### src/isotp_pkg.sv
`timescale 1ns / 1ps
// Shared types and constants of the CAN transport protocol frame reassembler.
package isotp_pkg;

    // Protocol control information: frame type in the high nibble of byte zero.
    localparam logic [3:0] FT_SINGLE      = 4'h0;
    localparam logic [3:0] FT_FIRST       = 4'h1;
    localparam logic [3:0] FT_CONSECUTIVE = 4'h2;
    localparam logic [3:0] FT_FLOW        = 4'h3;

    // Frame geometry limits.
    localparam logic [3:0]  SF_MAX_LEN      = 4'd7;
    localparam logic [11:0] FF_MIN_LEN      = 12'd8;
    localparam logic [2:0]  FF_PAYLOAD_CNT  = 3'd6;
    localparam logic [11:0] FF_NEXT_OFFSET  = 12'd6;
    localparam logic [11:0] CF_MAX_CNT      = 12'd7;
    localparam logic [3:0]  CF_FIRST_SEQ    = 4'd1;
    localparam logic [7:0]  FC_CTS_BYTE     = 8'h30;

    // Configuration register reset values and byte address decode.
    localparam logic [7:0] ST_RESET   = 8'd5;
    localparam logic [7:0] BS_RESET   = 8'd0;
    localparam int         ADDR_WIDTH = 3;
    localparam logic       REG_STMIN  = 1'b0;
    localparam logic       REG_BS     = 1'b1;

    // Result event codes.
    typedef enum logic [2:0] {
        EV_IGNORED     = 3'd0,
        EV_SINGLE_DONE = 3'd1,
        EV_FIRST_OK    = 3'd2,
        EV_CONSEC_OK   = 3'd3,
        EV_MSG_DONE    = 3'd4,
        EV_SEQ_ERROR   = 3'd5,
        EV_FLOW        = 3'd6
    } event_kind_t;

    // Flow control settings handed from the register file to the core.
    typedef struct packed {
        logic [7:0] block_size;
        logic [7:0] separation_time;
    } fc_cfg_t;

    // One result beat.
    typedef struct packed {
        event_kind_t  event_kind;
        logic [55:0]  payload_bytes;
        logic [2:0]   payload_count;
        logic [11:0]  write_offset;
        logic [11:0]  message_length;
        logic         send_flow_control;
        logic [23:0]  fc_frame_bytes;
        logic [3:0]   flow_status;
    } result_t;

endpackage

### src/isotp_cfg_regs.sv
`timescale 1ns / 1ps
// APB register file holding the flow control block size and separation time.
module isotp_cfg_regs
(
    input  logic                              clk,
    input  logic                              rst_n,
    input  logic                              psel,
    input  logic                              penable,
    input  logic                              pwrite,
    input  logic [isotp_pkg::ADDR_WIDTH-1:0]  paddr,
    input  logic [31:0]                       pwdata,
    output logic [31:0]                       prdata,
    output logic                              pready,
    output isotp_pkg::fc_cfg_t                fc_cfg
);

    logic [7:0] stmin_reg;
    logic [7:0] bs_reg;
    logic       wr_en;
    logic       reg_sel;

    assign pready  = 1'b1;
    assign wr_en   = psel && penable && pwrite;
    assign reg_sel = paddr[2];

    // Register writes in the access phase.
    always_ff @(posedge clk or negedge rst_n)
    begin
        if (!rst_n)
        begin
            stmin_reg <= isotp_pkg::ST_RESET;
            bs_reg    <= isotp_pkg::BS_RESET;
        end
        else if (wr_en)
        begin
            if (reg_sel == isotp_pkg::REG_STMIN)
            begin
                stmin_reg <= pwdata[7:0];
            end
            else
            begin
                bs_reg <= pwdata[7:0];
            end
        end
    end

    // Read back.
    always_comb
    begin
        if (reg_sel == isotp_pkg::REG_BS)
        begin
            prdata = {24'd0, bs_reg};
        end
        else
        begin
            prdata = {24'd0, stmin_reg};
        end
    end

    assign fc_cfg.block_size      = bs_reg;
    assign fc_cfg.separation_time = stmin_reg;

endmodule

### src/isotp_rx_core.sv
`timescale 1ns / 1ps
// Input register, reception state and single-pass frame decode.
module isotp_rx_core
(
    input  logic                  clk,
    input  logic                  rst_n,
    input  logic                  in_valid,
    output logic                  in_stall,
    input  logic [63:0]           frame_data,
    input  isotp_pkg::fc_cfg_t    fc_cfg,
    input  logic                  res_ready,
    output logic                  res_valid,
    output isotp_pkg::result_t    res
);

    logic [63:0] frame_reg;
    logic        frame_valid_reg;

    logic        receiving_reg;
    logic        receiving_next;
    logic [11:0] total_length_reg;
    logic [11:0] total_length_next;
    logic [11:0] received_offset_reg;
    logic [11:0] received_offset_next;
    logic [3:0]  expected_sequence_reg;
    logic [3:0]  expected_sequence_next;

    logic        in_accept;
    logic        step;
    logic [3:0]  kind;
    logic [3:0]  low;
    logic [55:0] body;
    logic [11:0] ff_len;
    logic [11:0] remain;
    logic [2:0]  chunk;
    logic [11:0] new_offset;

    // Top n bytes of a 56-bit field, the rest cleared.
    function automatic logic [55:0] keep_top(input logic [55:0] v, input logic [2:0] n);
        logic [55:0] mask;
        begin
            mask = ~({56{1'b1}} >> {n, 3'b000});
            keep_top = v & mask;
        end
    endfunction

    // Input stage holds one beat until the result stage can take it.
    assign in_stall  = frame_valid_reg && !res_ready;
    assign in_accept = in_valid && !in_stall;
    assign step      = frame_valid_reg && res_ready;
    assign res_valid = frame_valid_reg;

    always_ff @(posedge clk or negedge rst_n)
    begin
        if (!rst_n)
        begin
            frame_valid_reg <= 1'b0;
        end
        else
        begin
            frame_valid_reg <= in_stall || in_valid;
        end
    end

    always_ff @(posedge clk)
    begin
        if (in_accept)
        begin
            frame_reg <= frame_data;
        end
    end

    // Field extraction.
    assign kind   = frame_reg[63:60];
    assign low    = frame_reg[59:56];
    assign body   = frame_reg[55:0];
    assign ff_len = {low, frame_reg[55:48]};
    assign remain = (total_length_reg > received_offset_reg)
                    ? (total_length_reg - received_offset_reg) : 12'd0;
    assign chunk  = (remain >= isotp_pkg::CF_MAX_CNT) ? isotp_pkg::CF_MAX_CNT[2:0]
                                                      : remain[2:0];
    assign new_offset = received_offset_reg + {9'd0, chunk};

    // Frame classification, result build and next state.
    always_comb
    begin
        res                    = '0;
        res.event_kind         = isotp_pkg::EV_IGNORED;
        receiving_next         = receiving_reg;
        total_length_next      = total_length_reg;
        received_offset_next   = received_offset_reg;
        expected_sequence_next = expected_sequence_reg;

        unique case (kind)
            isotp_pkg::FT_SINGLE:
            begin
                if (low <= isotp_pkg::SF_MAX_LEN)
                begin
                    res.event_kind         = isotp_pkg::EV_SINGLE_DONE;
                    res.payload_bytes      = keep_top(body, low[2:0]);
                    res.payload_count      = low[2:0];
                    res.message_length     = {8'd0, low};
                    receiving_next         = 1'b0;
                    received_offset_next   = '0;
                    expected_sequence_next = '0;
                end
            end
            isotp_pkg::FT_FIRST:
            begin
                if (ff_len >= isotp_pkg::FF_MIN_LEN)
                begin
                    res.event_kind         = isotp_pkg::EV_FIRST_OK;
                    res.payload_bytes      = {frame_reg[47:0], 8'd0};
                    res.payload_count      = isotp_pkg::FF_PAYLOAD_CNT;
                    res.message_length     = ff_len;
                    res.send_flow_control  = 1'b1;
                    res.fc_frame_bytes     = {isotp_pkg::FC_CTS_BYTE, fc_cfg.block_size,
                                              fc_cfg.separation_time};
                    receiving_next         = 1'b1;
                    total_length_next      = ff_len;
                    received_offset_next   = isotp_pkg::FF_NEXT_OFFSET;
                    expected_sequence_next = isotp_pkg::CF_FIRST_SEQ;
                end
            end
            isotp_pkg::FT_CONSECUTIVE:
            begin
                if (receiving_reg)
                begin
                    res.write_offset   = received_offset_reg;
                    res.message_length = total_length_reg;
                    if (low == expected_sequence_reg)
                    begin
                        res.payload_bytes = keep_top(body, chunk);
                        res.payload_count = chunk;
                        if (new_offset >= total_length_reg)
                        begin
                            res.event_kind         = isotp_pkg::EV_MSG_DONE;
                            receiving_next         = 1'b0;
                            received_offset_next   = '0;
                            expected_sequence_next = '0;
                        end
                        else
                        begin
                            res.event_kind         = isotp_pkg::EV_CONSEC_OK;
                            received_offset_next   = new_offset;
                            expected_sequence_next = expected_sequence_reg + 4'd1;
                        end
                    end
                    else
                    begin
                        res.event_kind         = isotp_pkg::EV_SEQ_ERROR;
                        receiving_next         = 1'b0;
                        received_offset_next   = '0;
                        expected_sequence_next = '0;
                    end
                end
            end
            isotp_pkg::FT_FLOW:
            begin
                res.event_kind  = isotp_pkg::EV_FLOW;
                res.flow_status = low;
            end
            default:
            begin
                res.event_kind = isotp_pkg::EV_IGNORED;
            end
        endcase
    end

    // Reception state advances as each beat moves to the result stage.
    always_ff @(posedge clk or negedge rst_n)
    begin
        if (!rst_n)
        begin
            receiving_reg         <= 1'b0;
            total_length_reg      <= '0;
            received_offset_reg   <= '0;
            expected_sequence_reg <= '0;
        end
        else if (step)
        begin
            receiving_reg         <= receiving_next;
            total_length_reg      <= total_length_next;
            received_offset_reg   <= received_offset_next;
            expected_sequence_reg <= expected_sequence_next;
        end
    end

endmodule

### src/isotp_out_reg.sv
`timescale 1ns / 1ps
// Result register that holds one beat until the downstream side takes it.
module isotp_out_reg
(
    input  logic                clk,
    input  logic                rst_n,
    input  logic                res_valid,
    input  isotp_pkg::result_t  res,
    output logic                res_ready,
    output logic                out_valid,
    input  logic                out_stall,
    output isotp_pkg::result_t  out_res
);

    logic               valid_reg;
    isotp_pkg::result_t res_reg;

    // The register can load when it is empty or being drained this cycle.
    assign res_ready = !valid_reg || !out_stall;

    always_ff @(posedge clk or negedge rst_n)
    begin
        if (!rst_n)
        begin
            valid_reg <= 1'b0;
        end
        else if (res_ready)
        begin
            valid_reg <= res_valid;
        end
    end

    always_ff @(posedge clk)
    begin
        if (res_ready && res_valid)
        begin
            res_reg <= res;
        end
    end

    assign out_valid = valid_reg;
    assign out_res   = res_reg;

endmodule

### src/isotp_frame_reassembler.sv
`timescale 1ns / 1ps
// Top level of the CAN transport protocol receive-side frame reassembler.
// An accepted frame is held in the input register, goes through one pass of decode logic
// and is then loaded into the result register, which presents its result beat.
// Throughput: one frame per cycle while the output is not stalled.
// Reset (rst_n, asynchronous, active low) empties both stages, returns the reception
// state to idle and loads separation time 5 and block size 0.
module isotp_frame_reassembler
(
    input  logic                              clk,
    input  logic                              rst_n,
    input  logic                              psel,
    input  logic                              penable,
    input  logic                              pwrite,
    input  logic [isotp_pkg::ADDR_WIDTH-1:0]  paddr,
    input  logic [31:0]                       pwdata,
    output logic [31:0]                       prdata,
    output logic                              pready,
    input  logic                              in_valid,
    output logic                              in_stall,
    input  logic [63:0]                       frame_data,
    output logic                              out_valid,
    input  logic                              out_stall,
    output logic [2:0]                        event_kind,
    output logic [55:0]                       payload_bytes,
    output logic [2:0]                        payload_count,
    output logic [11:0]                       write_offset,
    output logic [11:0]                       message_length,
    output logic                              send_flow_control,
    output logic [23:0]                       fc_frame_bytes,
    output logic [3:0]                        flow_status
);

    isotp_pkg::fc_cfg_t   fc_cfg;
    isotp_pkg::result_t   res;
    isotp_pkg::result_t   out_res;
    logic                 res_valid;
    logic                 res_ready;

    isotp_cfg_regs u_cfg_regs
    (
        .clk     (clk),
        .rst_n   (rst_n),
        .psel    (psel),
        .penable (penable),
        .pwrite  (pwrite),
        .paddr   (paddr),
        .pwdata  (pwdata),
        .prdata  (prdata),
        .pready  (pready),
        .fc_cfg  (fc_cfg)
    );

    isotp_rx_core u_rx_core
    (
        .clk        (clk),
        .rst_n      (rst_n),
        .in_valid   (in_valid),
        .in_stall   (in_stall),
        .frame_data (frame_data),
        .fc_cfg     (fc_cfg),
        .res_ready  (res_ready),
        .res_valid  (res_valid),
        .res        (res)
    );

    isotp_out_reg u_out_reg
    (
        .clk       (clk),
        .rst_n     (rst_n),
        .res_valid (res_valid),
        .res       (res),
        .res_ready (res_ready),
        .out_valid (out_valid),
        .out_stall (out_stall),
        .out_res   (out_res)
    );

    // Result fields onto their ports.
    assign event_kind        = out_res.event_kind;
    assign payload_bytes     = out_res.payload_bytes;
    assign payload_count     = out_res.payload_count;
    assign write_offset      = out_res.write_offset;
    assign message_length    = out_res.message_length;
    assign send_flow_control = out_res.send_flow_control;
    assign fc_frame_bytes    = out_res.fc_frame_bytes;
    assign flow_status       = out_res.flow_status;

endmodule
### config.mk
export PLATFORM = sky130hd
export DESIGN_NAME = isotp_frame_reassembler
export DESIGN_NICKNAME = d
export VERILOG_FILES = /design/src/isotp_pkg.sv /design/src/isotp_cfg_regs.sv /design/src/isotp_rx_core.sv /design/src/isotp_out_reg.sv /design/src/isotp_frame_reassembler.sv
export SDC_FILE = /design/constraint.sdc
export NUM_CORES = 1
export LEC_CHECK = 0
export BUFFER_PORTS_ARGS = -buffer_cell sky130_fd_sc_hd__buf_2
export CORE_UTILIZATION = 58
export DETAILED_ROUTE_END_ITERATION = 10
export PLACE_DENSITY_LB_ADDON = 0.12
export SLEW_MARGIN = 20
export SYNTH_ARGS = -nofsm -noshare
export SYNTH_HDL_FRONTEND = slang
export SYNTH_SLANG_ARGS = --single-unit
export TNS_END_PERCENT = 50
### constraint.sdc
create_clock -name clk -period 11.3 [get_ports clk]
set_clock_uncertainty 0.15 [all_clocks]
set_input_delay 2.825 -clock clk [delete_from_list [all_inputs] [get_ports clk]]
set_output_delay 2.825 -clock clk [all_outputs]
set_load 0.01 [all_outputs]
==> results.txt <==
FFs w/ async S/R, synth = 21.6%
share of total power in sequential cells = 43.9%
Seq/Total Area, Yosys = 60.4%
Reg-to-Reg Start = u_rx_core.total_length_reg[0]
Power Total = 2.27 mW
Synth Instances = 869
Routability Congestion = 0.899
Top Metal Used = met4
met3 wire length = 2020 µm
relative slew slack = 41.2%
GRT overflow = 0
Hold Slack = 0.352 ns
Mapped Area = 10,500 µm²
Initial DRT Pass Iterations = 5
top cells by area, synth = edfxtp_1, dfrtp_1, ha_1
largest fanout on the critical path = 17
Yosys warnings = 0
post-DP HPWL = 17,300 µm
Met2 Wirelength = 11,900 µm
max cap viols = 0
pwr dens = 185 nW/µm²
routed vias/inst = 5.83
Sw Share = 29.2%
IO Port Bufs = 198
Area after DPL = 11,500 µm²
Syn-to-layout area delta = 17.4%
first-pass GRT wire length = 38,100 µm
Largest register FFs = 107
Post-synth top flop = edfxtp_1
Setup-failing EPs final = 0
Worst Hold Path EP = u_out_reg.out_valid
final setup margin = 3.99 ns
count of hold-fix buffers inserted at cts = 0
xor/xnor share of the synthesized area = 1.42%
Leak = 5.10 nW
drt first-iter violations = 537
Worst Hold Launch = u_rx_core.res_valid
Crit Path Class = reg -> reg
HP Class = reg -> reg
multiplexer area fraction after synthesis = 2.69%
Clk pin slew, worst setup/hold paths = 0.06 ns
Routed Antenna Nets = 0
Clock Sinks = 218
Wirelength per Cell = 19.1 µm
adder-cell area share of the yosys netlist = 3.85%
most common cell in the netlist = edfxtp_1
Clk Latency, worst-skew pair = 0.52 ns
Rows = 48
number of synthesized flops with an enable pin = 171
Yosys top cell by area = edfxtp_1
die height = 136 µm
layout cell share with drive strength beyond 1 = 26.7%
FF-to-FF setup slack = 3.99 ns
Remaining DRCs = 0
Synth Area in Compound Gates = 14.2%
Placement Setup Slack = 4.08 ns
RR Endpoint = u_out_reg.out_res[113]
postcts setup bufs = 0
CTS resizes = 0
outcome = completed
P_int = 1.61 mW
largest family of logic cells by synthesized area = compound AO/OA/AOI/OAI gates
setup TNS = 0 ns
Synth top area share = 49.1%
achievable clock frequency = 0.137 GHz
final period utilization = 64.7%
Die ar. = 18,600 µm²
M1 WL = 10,200 µm
vias in the first global route = 7,164
unrepaired setup endpoints after global routing = no
synthesized flop and latch total = 218
via count = 7,589
initial antenna violation count = 2
WP data arrival = 7.53 ns
H-tree Lvls = 1
die width = 136 µm
core area = 17,500 µm²
Hold Crit Depth = 1
largest net degree at the start of global routing = 65
clock buffer count from CTS = 23
Comb pwr share = 22.1%
Initial Util = 59.8%
crit end category = flip-flop
I/O pin total = 256
P_sw = 0.663 mW
Worst Path Required = 11.52 ns
Routed WL = 24,800 µm
post-synth cell types = 71
max-slew violation count = 0
CTS tree = yes
R2R depth = 22
Startpoint Class = flip-flop
Max Buffers Root-to-Sink = 3
Fin. Hold Viols = 0
post-route minimum period = 7.31 ns
Syn Area/Cell = 12.0 µm²
Layout Nets = 1,195
clock share of power = 34.0%
Least-Margin Pin Slew = 0.882 ns
Max IR drop VDD = 0.000142 V
CTS root buffer = clkbuf_16
fin area = 12,300 µm²
Tot GR Track Use = 26.9%
Post-Synth Simple-Gate Area = 11.9%
Synth top cells by count = edfxtp_1, nand2_1, o21ai_0
power by group through the flow:
stage,sequential (mW),clock [mW],combinational [mW]
floorplan,1.01,0,0.348
global placement,1.01,0,0.485
detailed placement,1.01,0,0.494
CTS,0.997,0.783,0.498
global route,1.01,0.812,0.559
finish,0.999,0.773,0.502
routing by layer:
layer	up-vias	global-route usage, %
li1	3555	-
met1	3675	36.2
met2	312	42.9
met3	47	6.79
met4	0	8.27
met5	-	0
worst max path at each step:
stage / endpoint / depth (start not counted) / start / slack, ns
after floorplan: u_rx_core.expected_sequence_reg[0] / 7 / out_stall / 4.39
after global placement: u_out_reg.out_res[114] / 21 / u_rx_core.received_offset_reg[0] / 4.14
after detailed placement: u_out_reg.out_res[114] / 21 / u_rx_core.received_offset_reg[0] / 4.08
after CTS: u_out_reg.out_res[114] / 21 / u_rx_core.received_offset_reg[0] / 4.06
after global routing: u_rx_core.received_offset_reg[9] / 22 / u_rx_core.total_length_reg[0] / 3.54
final: u_out_reg.out_res[113] / 22 / u_rx_core.total_length_reg[0] / 3.99
placed cells by master, fill, tap and decap left out, types with 3 or more instances in the layout:
cell	synthesis	routed
buf_2	5	198
edfxtp_1	171	171
nand2_1	94	94
o21ai_0	64	64
dfrtp_1	45	45
inv_1	44	44
nor2_1	41	41
conb_1	2	31
ha_1	29	29
mux2_2	25	25
and3_1	24	24
clkbuf_16	0	23
a22oi_1	19	19
a21oi_1	18	18
a21o_1	17	17
a22o_1	16	16
a31oi_1	12	12
a211oi_1	12	12
nand3_1	12	12
xnor2_1	11	11
nand4_1	10	10
and2_1	13	10
nand2b_1	9	9
a32oi_1	8	8
a21boi_0	8	8
clkinv_1	0	8
nor3_1	7	7
buf_4	33	7
nor2b_1	6	6
or2_2	6	6
xor2_1	6	6
o221ai_1	5	5
o2111ai_1	4	4
o21a_1	4	4
nor4_1	4	4
bufinv_16	0	4
clkbuf_1	28	4
a221o_1	3	3
stage by stage:
stage               utilization [%]  std cells
floorplan                         -        898
global placement               65.8       1258
detailed placement             65.8       1258
CTS                            70.2       1300
global route                   70.2       1301
finish                         70.2       1301
worst max-delay path, cell delays in order (launching register included):
cell	delay [ns]
dfrtp_1	0.38
inv_1	0.08
ha_1	0.22
fa_1	0.54
and2b_1	0.26
o2111ai_1	0.16
a21o_1	0.28
a21oi_2	0.33
or4b_4	0.57
nor2_4	0.38
nor2_1	0.14
ha_1	0.32
and3_1	0.17
a211oi_1	0.61
nor4_1	0.21
and2_1	0.23
or2_2	0.28
ha_1	0.17
or4_1	0.47
a211oi_1	0.26
o21a_1	0.41
o21bai_1	0.30
a21oi_1	0.23
area by class of cell:
class,instances,area [µm²]
clock inverters,15,180
inverters,44,165
diodes,1,2.50
repair buffers,205,1040
flip-flops and latches,218,6310
clock buffers,27,591
multi-input cells,566,3700
well taps,225,282
fillers,1317,5200
kinds of logic after synthesis:
logic type                 after synthesis
and+or+nand+nor                        247
other                                    2
xor gates and xnor gates                17
adders and majority gates               31
muxes                                   25
buffers and inverters                  114
DFF                                    218
AOI/OAI and AO/OA                      215
No activity file was read; power rests on OpenSTA's default activity.
